### src/rtl/core/sorted_score_table_core_assert.svh
// ----------------------------------------------------------------------------
// Assertion macros for the sorted score table core.
// Clocked property checks that drop out of synthesis builds.
// ----------------------------------------------------------------------------
`ifndef SORTED_SCORE_TABLE_CORE_ASSERT_SVH
`define SORTED_SCORE_TABLE_CORE_ASSERT_SVH

`ifndef SYNTHESIS

// The property must hold at every rising edge outside reset.
`define SST_ASSERT(name, clk, rst_n, prop) \
    name: assert property (@(posedge clk) disable iff (!rst_n) (prop)) \
        else $error("sst: assertion failed");

// The expression must never be true at a rising edge outside reset.
`define SST_NEVER(name, clk, rst_n, expr) \
    name: assert property (@(posedge clk) disable iff (!rst_n) !(expr)) \
        else $error("sst: forbidden condition seen");

`else

`define SST_ASSERT(name, clk, rst_n, prop)
`define SST_NEVER(name, clk, rst_n, expr)

`endif

`endif

### src/rtl/core/sst_pkg.sv
// ----------------------------------------------------------------------------
// sst_pkg
// Shared constants, codes and controller/datapath interface types.
// ----------------------------------------------------------------------------
package sst_pkg;

    localparam int TABLE_DEPTH = 32;
    localparam int IDX_W       = $clog2(TABLE_DEPTH);
    localparam int CNT_W       = $clog2(TABLE_DEPTH + 1);

    localparam int OP_W     = 3;
    localparam int TAG_W    = 32;
    localparam int SCORE_W  = 16;
    localparam int STATUS_W = 3;

    localparam int IN_FIELD_W  = OP_W + TAG_W + SCORE_W;
    localparam int OUT_FIELD_W = STATUS_W + TAG_W + SCORE_W;
    localparam int S_DATA_W    = ((IN_FIELD_W + 7) / 8) * 8;
    localparam int M_DATA_W    = ((OUT_FIELD_W + 7) / 8) * 8;

    typedef enum logic [OP_W-1:0] {
        OP_INSERT   = 3'd0,
        OP_DELETE   = 3'd1,
        OP_LIST_ASC = 3'd2,
        OP_LIST_DSC = 3'd3,
        OP_LOWEST   = 3'd4,
        OP_SAME     = 3'd5,
        OP_BACKWARD = 3'd6
    } op_t;

    typedef enum logic [STATUS_W-1:0] {
        ST_ENTRY    = 3'd0,
        ST_ADDED    = 3'd1,
        ST_DELETED  = 3'd2,
        ST_EMPTY    = 3'd3,
        ST_NOTFOUND = 3'd4,
        ST_NOMATCH  = 3'd5
    } status_t;

    typedef enum logic [1:0] {
        S_IDLE,
        S_SCAN,
        S_ACT,
        S_LIST
    } state_t;

    typedef enum logic [2:0] {
        SEL_TABLE,
        SEL_LOWEST,
        SEL_FIRST,
        SEL_ECHO,
        SEL_ZERO
    } emit_sel_t;

    typedef enum logic [1:0] {
        WALK_ASC,
        WALK_DESC,
        WALK_MATCH,
        WALK_BACK
    } walk_t;

    typedef struct packed {
        logic      load;
        logic      scan;
        logic      do_insert;
        logic      do_delete;
        logic      emit;
        emit_sel_t emit_sel;
        status_t   emit_status;
        logic      emit_last;
        logic      walk_init;
        walk_t     walk_mode;
        logic      walk_step;
    } cmd_t;

    typedef struct packed {
        logic [OP_W-1:0] op;
        logic            empty;
        logic            full;
        logic            found;
        logic            score_hit;
        logic            walk_hit;
        logic            walk_last;
        logic            out_free;
    } sts_t;

endpackage

### src/rtl/core/sst_ctrl.sv
// ----------------------------------------------------------------------------
// sst_ctrl
// Request sequencer: accepts a request, orders the datapath through its
// compare, update and listing steps, and paces results against the output.
// ----------------------------------------------------------------------------
module sst_ctrl (
    input  logic          aclk,
    input  logic          aresetn,
    input  logic          s_tvalid,
    output logic          s_tready,
    input  sst_pkg::sts_t sts,
    output sst_pkg::cmd_t cmd
);

    sst_pkg::state_t state_reg;
    sst_pkg::state_t state_next;

    always_ff @(posedge aclk) begin
        if (!aresetn) begin
            state_reg <= sst_pkg::S_IDLE;
        end else begin
            state_reg <= state_next;
        end
    end

    assign s_tready = (state_reg == sst_pkg::S_IDLE);

    always_comb begin
        state_next      = state_reg;
        cmd             = '0;
        cmd.emit_sel    = sst_pkg::SEL_ZERO;
        cmd.emit_status = sst_pkg::ST_ENTRY;
        cmd.walk_mode   = sst_pkg::WALK_ASC;

        unique case (state_reg)
            sst_pkg::S_IDLE: begin
                if (s_tvalid) begin
                    cmd.load   = 1'b1;
                    state_next = sst_pkg::S_SCAN;
                end
            end

            sst_pkg::S_SCAN: begin
                cmd.scan   = 1'b1;
                state_next = sst_pkg::S_ACT;
            end

            sst_pkg::S_ACT: begin
                if (sts.out_free) begin
                    state_next = sst_pkg::S_IDLE;
                    priority if (sts.op == sst_pkg::OP_INSERT) begin
                        cmd.emit      = 1'b1;
                        cmd.emit_sel  = sst_pkg::SEL_ECHO;
                        cmd.emit_last = 1'b1;
                        if (sts.full) begin
                            cmd.emit_status = sst_pkg::ST_NOMATCH;
                        end else begin
                            cmd.do_insert   = 1'b1;
                            cmd.emit_status = sst_pkg::ST_ADDED;
                        end
                    end else if (sts.op > sst_pkg::OP_BACKWARD) begin
                        // Undefined operation code: dropped without a result.
                        state_next = sst_pkg::S_IDLE;
                    end else if (sts.empty) begin
                        cmd.emit        = 1'b1;
                        cmd.emit_status = sst_pkg::ST_EMPTY;
                        cmd.emit_last   = 1'b1;
                    end else begin
                        unique case (sts.op)
                            sst_pkg::OP_DELETE: begin
                                cmd.emit      = 1'b1;
                                cmd.emit_last = 1'b1;
                                if (sts.found) begin
                                    cmd.do_delete   = 1'b1;
                                    cmd.emit_sel    = sst_pkg::SEL_FIRST;
                                    cmd.emit_status = sst_pkg::ST_DELETED;
                                end else begin
                                    cmd.emit_status = sst_pkg::ST_NOTFOUND;
                                end
                            end
                            sst_pkg::OP_LIST_ASC: begin
                                cmd.walk_init = 1'b1;
                                cmd.walk_mode = sst_pkg::WALK_ASC;
                                state_next    = sst_pkg::S_LIST;
                            end
                            sst_pkg::OP_LIST_DSC: begin
                                cmd.walk_init = 1'b1;
                                cmd.walk_mode = sst_pkg::WALK_DESC;
                                state_next    = sst_pkg::S_LIST;
                            end
                            sst_pkg::OP_LOWEST: begin
                                cmd.emit      = 1'b1;
                                cmd.emit_sel  = sst_pkg::SEL_LOWEST;
                                cmd.emit_last = 1'b1;
                            end
                            sst_pkg::OP_SAME: begin
                                if (sts.score_hit) begin
                                    cmd.walk_init = 1'b1;
                                    cmd.walk_mode = sst_pkg::WALK_MATCH;
                                    state_next    = sst_pkg::S_LIST;
                                end else begin
                                    cmd.emit        = 1'b1;
                                    cmd.emit_status = sst_pkg::ST_NOMATCH;
                                    cmd.emit_last   = 1'b1;
                                end
                            end
                            sst_pkg::OP_BACKWARD: begin
                                if (sts.found) begin
                                    cmd.walk_init = 1'b1;
                                    cmd.walk_mode = sst_pkg::WALK_BACK;
                                    state_next    = sst_pkg::S_LIST;
                                end else begin
                                    cmd.emit        = 1'b1;
                                    cmd.emit_status = sst_pkg::ST_NOTFOUND;
                                    cmd.emit_last   = 1'b1;
                                end
                            end
                            default: begin
                                state_next = sst_pkg::S_IDLE;
                            end
                        endcase
                    end
                end
            end

            sst_pkg::S_LIST: begin
                if (!sts.walk_hit) begin
                    cmd.walk_step = 1'b1;
                end else if (sts.out_free) begin
                    cmd.emit      = 1'b1;
                    cmd.emit_sel  = sst_pkg::SEL_TABLE;
                    cmd.emit_last = sts.walk_last;
                    if (sts.walk_last) begin
                        state_next = sst_pkg::S_IDLE;
                    end else begin
                        cmd.walk_step = 1'b1;
                    end
                end
            end

            default: begin
                state_next = sst_pkg::S_IDLE;
            end
        endcase
    end

endmodule

### config.mk
export PLATFORM = sky130hd
export DESIGN_NAME = sst_ctrl
export DESIGN_NICKNAME = d
export VERILOG_FILES = /design/src/rtl/core/sorted_score_table_core_assert.svh /design/src/rtl/core/sst_pkg.sv /design/src/rtl/core/sst_ctrl.sv
export SDC_FILE = /design/constraint.sdc
export NUM_CORES = 1
export LEC_CHECK = 0
export BUFFER_PORTS_ARGS = -buffer_cell sky130_fd_sc_hd__buf_2
export CAP_MARGIN = 20
export CORE_AREA = 2 2 39 41
export CTS_CLUSTER_DIAMETER = 150
export DETAILED_ROUTE_END_ITERATION = 12
export DIE_AREA = 0 0 41 43
export GPL_ROUTABILITY_DRIVEN = 0
export PLACE_DENSITY = 0.74
export SYNTH_ARGS = -nofsm -noshare
export SYNTH_HDL_FRONTEND = slang
export SYNTH_SLANG_ARGS = --single-unit
### constraint.sdc
create_clock -name aclk -period 2 [get_ports aclk]
set_input_delay 0.1 -clock aclk [delete_from_list [all_inputs] [get_ports aclk]]
set_output_delay 0.1 -clock aclk [all_outputs]
set_load 0.03 [all_outputs]
==> results.cfg <==
[route]
ant_nets = 0
finalWirelength_mm = 1.35
vias_per_cell = 5.48
drcViolationCount = 0
drt_iter0_markers = 4
vias = 663
first_pass_iters = 4
wl_per_cell_um = 11.1

[yosys]
synth.largest_area_cell = nor4b_2
synth.most_common_cell = a21oi_1
syn_area_per_cell_um2 = 6.75
synth_compound_area_share_pct = 30.3
synthXorXnorAreaFrac_pct = 0
synth-edff-count = 0
async_flop_share_pct = 0
syn-num-nets = 92
synth_cell_types = 35
yosys.area_share.simple_pct = 51.4
synthTopCellsByArea = nor4b_2, nand2b_1, a21oi_1
ys_seq_area_share_pct = 7.51
synth_fa_ha_area_share_pct = 0
netlist_instances = 79
synth_top_family_by_area = simple AND/OR/NAND/NOR gates
yosysWarningCount = 0
synth_area_um2 = 533
synth_common_cells = a21oi_1, nand2_1, nand2b_1, nor2_1, buf_2
synthFlopType = dfxtp_1
synth_mux_area_share_pct = 1.88
netlist.area_leader.share_pct = 8.45
yosys_register_bits = 2

[placement]
place_hpwl_um = 998
port_buffers = 29

[run_status]
status = finished, final reports clean

[die]
io_pins = 30
std_cell_rows = 14
dieArea_mm2 = 0.00176
dieHeight_um = 43
die_w_um = 41
core_area_mm2 = 0.00138
start_util_pct = 38.5

[timing]
drv_slew = 0
fmax_mhz = 636
timing.final.crit_share_pct = 78.7
tightest_slew_ns = 0.332
timing.final.hold_violations = 0
rsz0062_at_grt = no
period_needed_ns = 1.57
setup_tns_ns = 0
relSlewSlack_pct = 77.9
clock_skew_ns = 0.00350
finalSetupViolCount = 0

[critical_path]
crit_start = state_reg[0]$_SDFFE_PN0P_
critPathKind = register to output pin
rr_startpoint = state_reg[0]$_SDFFE_PN0P_
cp.required_ns = 1.90
arrival_ns = 1.47
cp-end-kind = output pin
path_max_fanout = 10
critPathLaunchType = register

[clocking]
cts.sinks = 2
clk-insertion-delay-late_ns = 0.22
cts_setup_buffers = 0
cts_resized = 0
cts_tree = done
postCtsHoldBufs = 0
htreeDepth = 1
cts.clk_slew.worst_paths_ns = 0.03
cts_buffers = 3
cts-root-buf = clkbuf_4
clk_path_buf_depth = 2

[power]
power_switching_w = 0.000109
power_density_mw_per_mm2 = 383
p_sw_share_pct = 41.2
ir_worst_vdd_uv = 359
leakage_nw = 0.314
seq_power_share_pct = 19.2
combPwrFrac_pct = 47.2
total_power_w = 0.000263
clkPwrFrac_pct = 33.6
internal_power_w = 0.000155

[layout]
largest_reg_flops = 2
regArea_um2 = 40.0
drive_above_1_share_pct = 39.0
num-fill-cells = 146
nets = 120
areaGrowthSynthToFinish_pct = 29.1
multi_input_area_um2 = 445
diodes = 0

[hold_path]
min-delay-path-class = primary input to register
hp-start = aresetn

[job]
max_cap_violations = 0

[global_route]
grt_remaining_overflow = 0
grt_pass1_wl_mm = 2.02
grtUsageTotal_pct = 15.9
grt_pass1_vias = 485
antenna_found_initial = 0
grt_max_degree = 20
## final timing paths
path / to / slack (ns) / depth (start not counted)
worst max register to register: state_reg[0]$_SDFFE_PN0P_ / 0.82 / 5
worst min register to register: state_reg[1]$_SDFFE_PN0P_ / 0.61 / 2
worst min-delay path: state_reg[1]$_SDFFE_PN0P_ / 0.14 / 3
worst max-delay path: cmd[12] / 0.43 / 5
## worst max-delay path, stage by stage, from the launching register on
cell,delay [ns]
dfxtp_1,0.39
inv_2,0.10
nand3_1,0.09
buf_4,0.20
nor4_2,0.23
buf_2,0.23
## power groups by stage
stage / Sequential, W / Combinational (W) / Clock, W
finish: 0.0000506 / 0.000124 / 0.0000884
global route: 0.0000512 / 0.000137 / 0.0000962
CTS: 0.0000506 / 0.000125 / 0.0000925
detailed placement: 0.0000510 / 0.000124 / 0
global placement: 0.0000509 / 0.000122 / 0
floorplan: 0.0000460 / 0.0000949 / 0
## cell families (layout without fill, tap and decap cells)
group           after synthesis  count (layout)
simple gates                 43              43
flops                         2               2
mux                           1               1
compound gates               24              24
buf+inv                       9              35
## final cells by class
class                           instances  area share, %
Inverter                                2           1.09
Timing Repair Buffer                   30           22.2
Sequential cell                         2           5.82
Tap cell                               16           2.91
Clock buffer                            3           3.27
Multi-Input combinational cell         68           64.7
## per-layer routing
| metal | global-route usage [%] | wire [µm] | part of all wire (%) | up-vias |
|---|---|---|---|---|
| met1 | 21.0 | 628 | 47 | 293 |
| met5 | 0 | 0 | 0 | - |
| met3 | 4.71 | 110 | 8.2 | 0 |
| met2 | 24.4 | 609 | 45 | 29 |
| li1 | - | - | - | 341 |
| met4 | 4.00 | 0 | 0 | 0 |
## through the flow
stage / cells / hold WS, ns / utilization (%) / setup slack, ns / area (µm²)
floorplan: 79 / 0.241 / - / 0.128 / 533
global placement: 118 / 0.382 / 48.1 / 0.654 / 666
detailed placement: 118 / 0.373 / 48.1 / 0.641 / 666
CTS: 121 / 0.139 / 49.7 / 0.410 / 688
global route: 121 / 0.144 / 49.7 / 0.304 / 688
finish: 121 / 0.142 / 49.7 / 0.427 / 688
## cells in the final DEF, fill, tap and decap left out, types with 3 or more instances in the layout
master | Yosys | final
clkbuf_4 | 0 | 3
nor4b_2 | 3 | 3
nand3_1 | 3 | 3
nand2b_1 | 7 | 7
buf_2 | 5 | 29
a21oi_1 | 8 | 8
o21bai_1 | 3 | 3
nor2_1 | 7 | 7
nor3_1 | 4 | 4
nand2_1 | 7 | 7
Power figures use the tool's default switching activity.
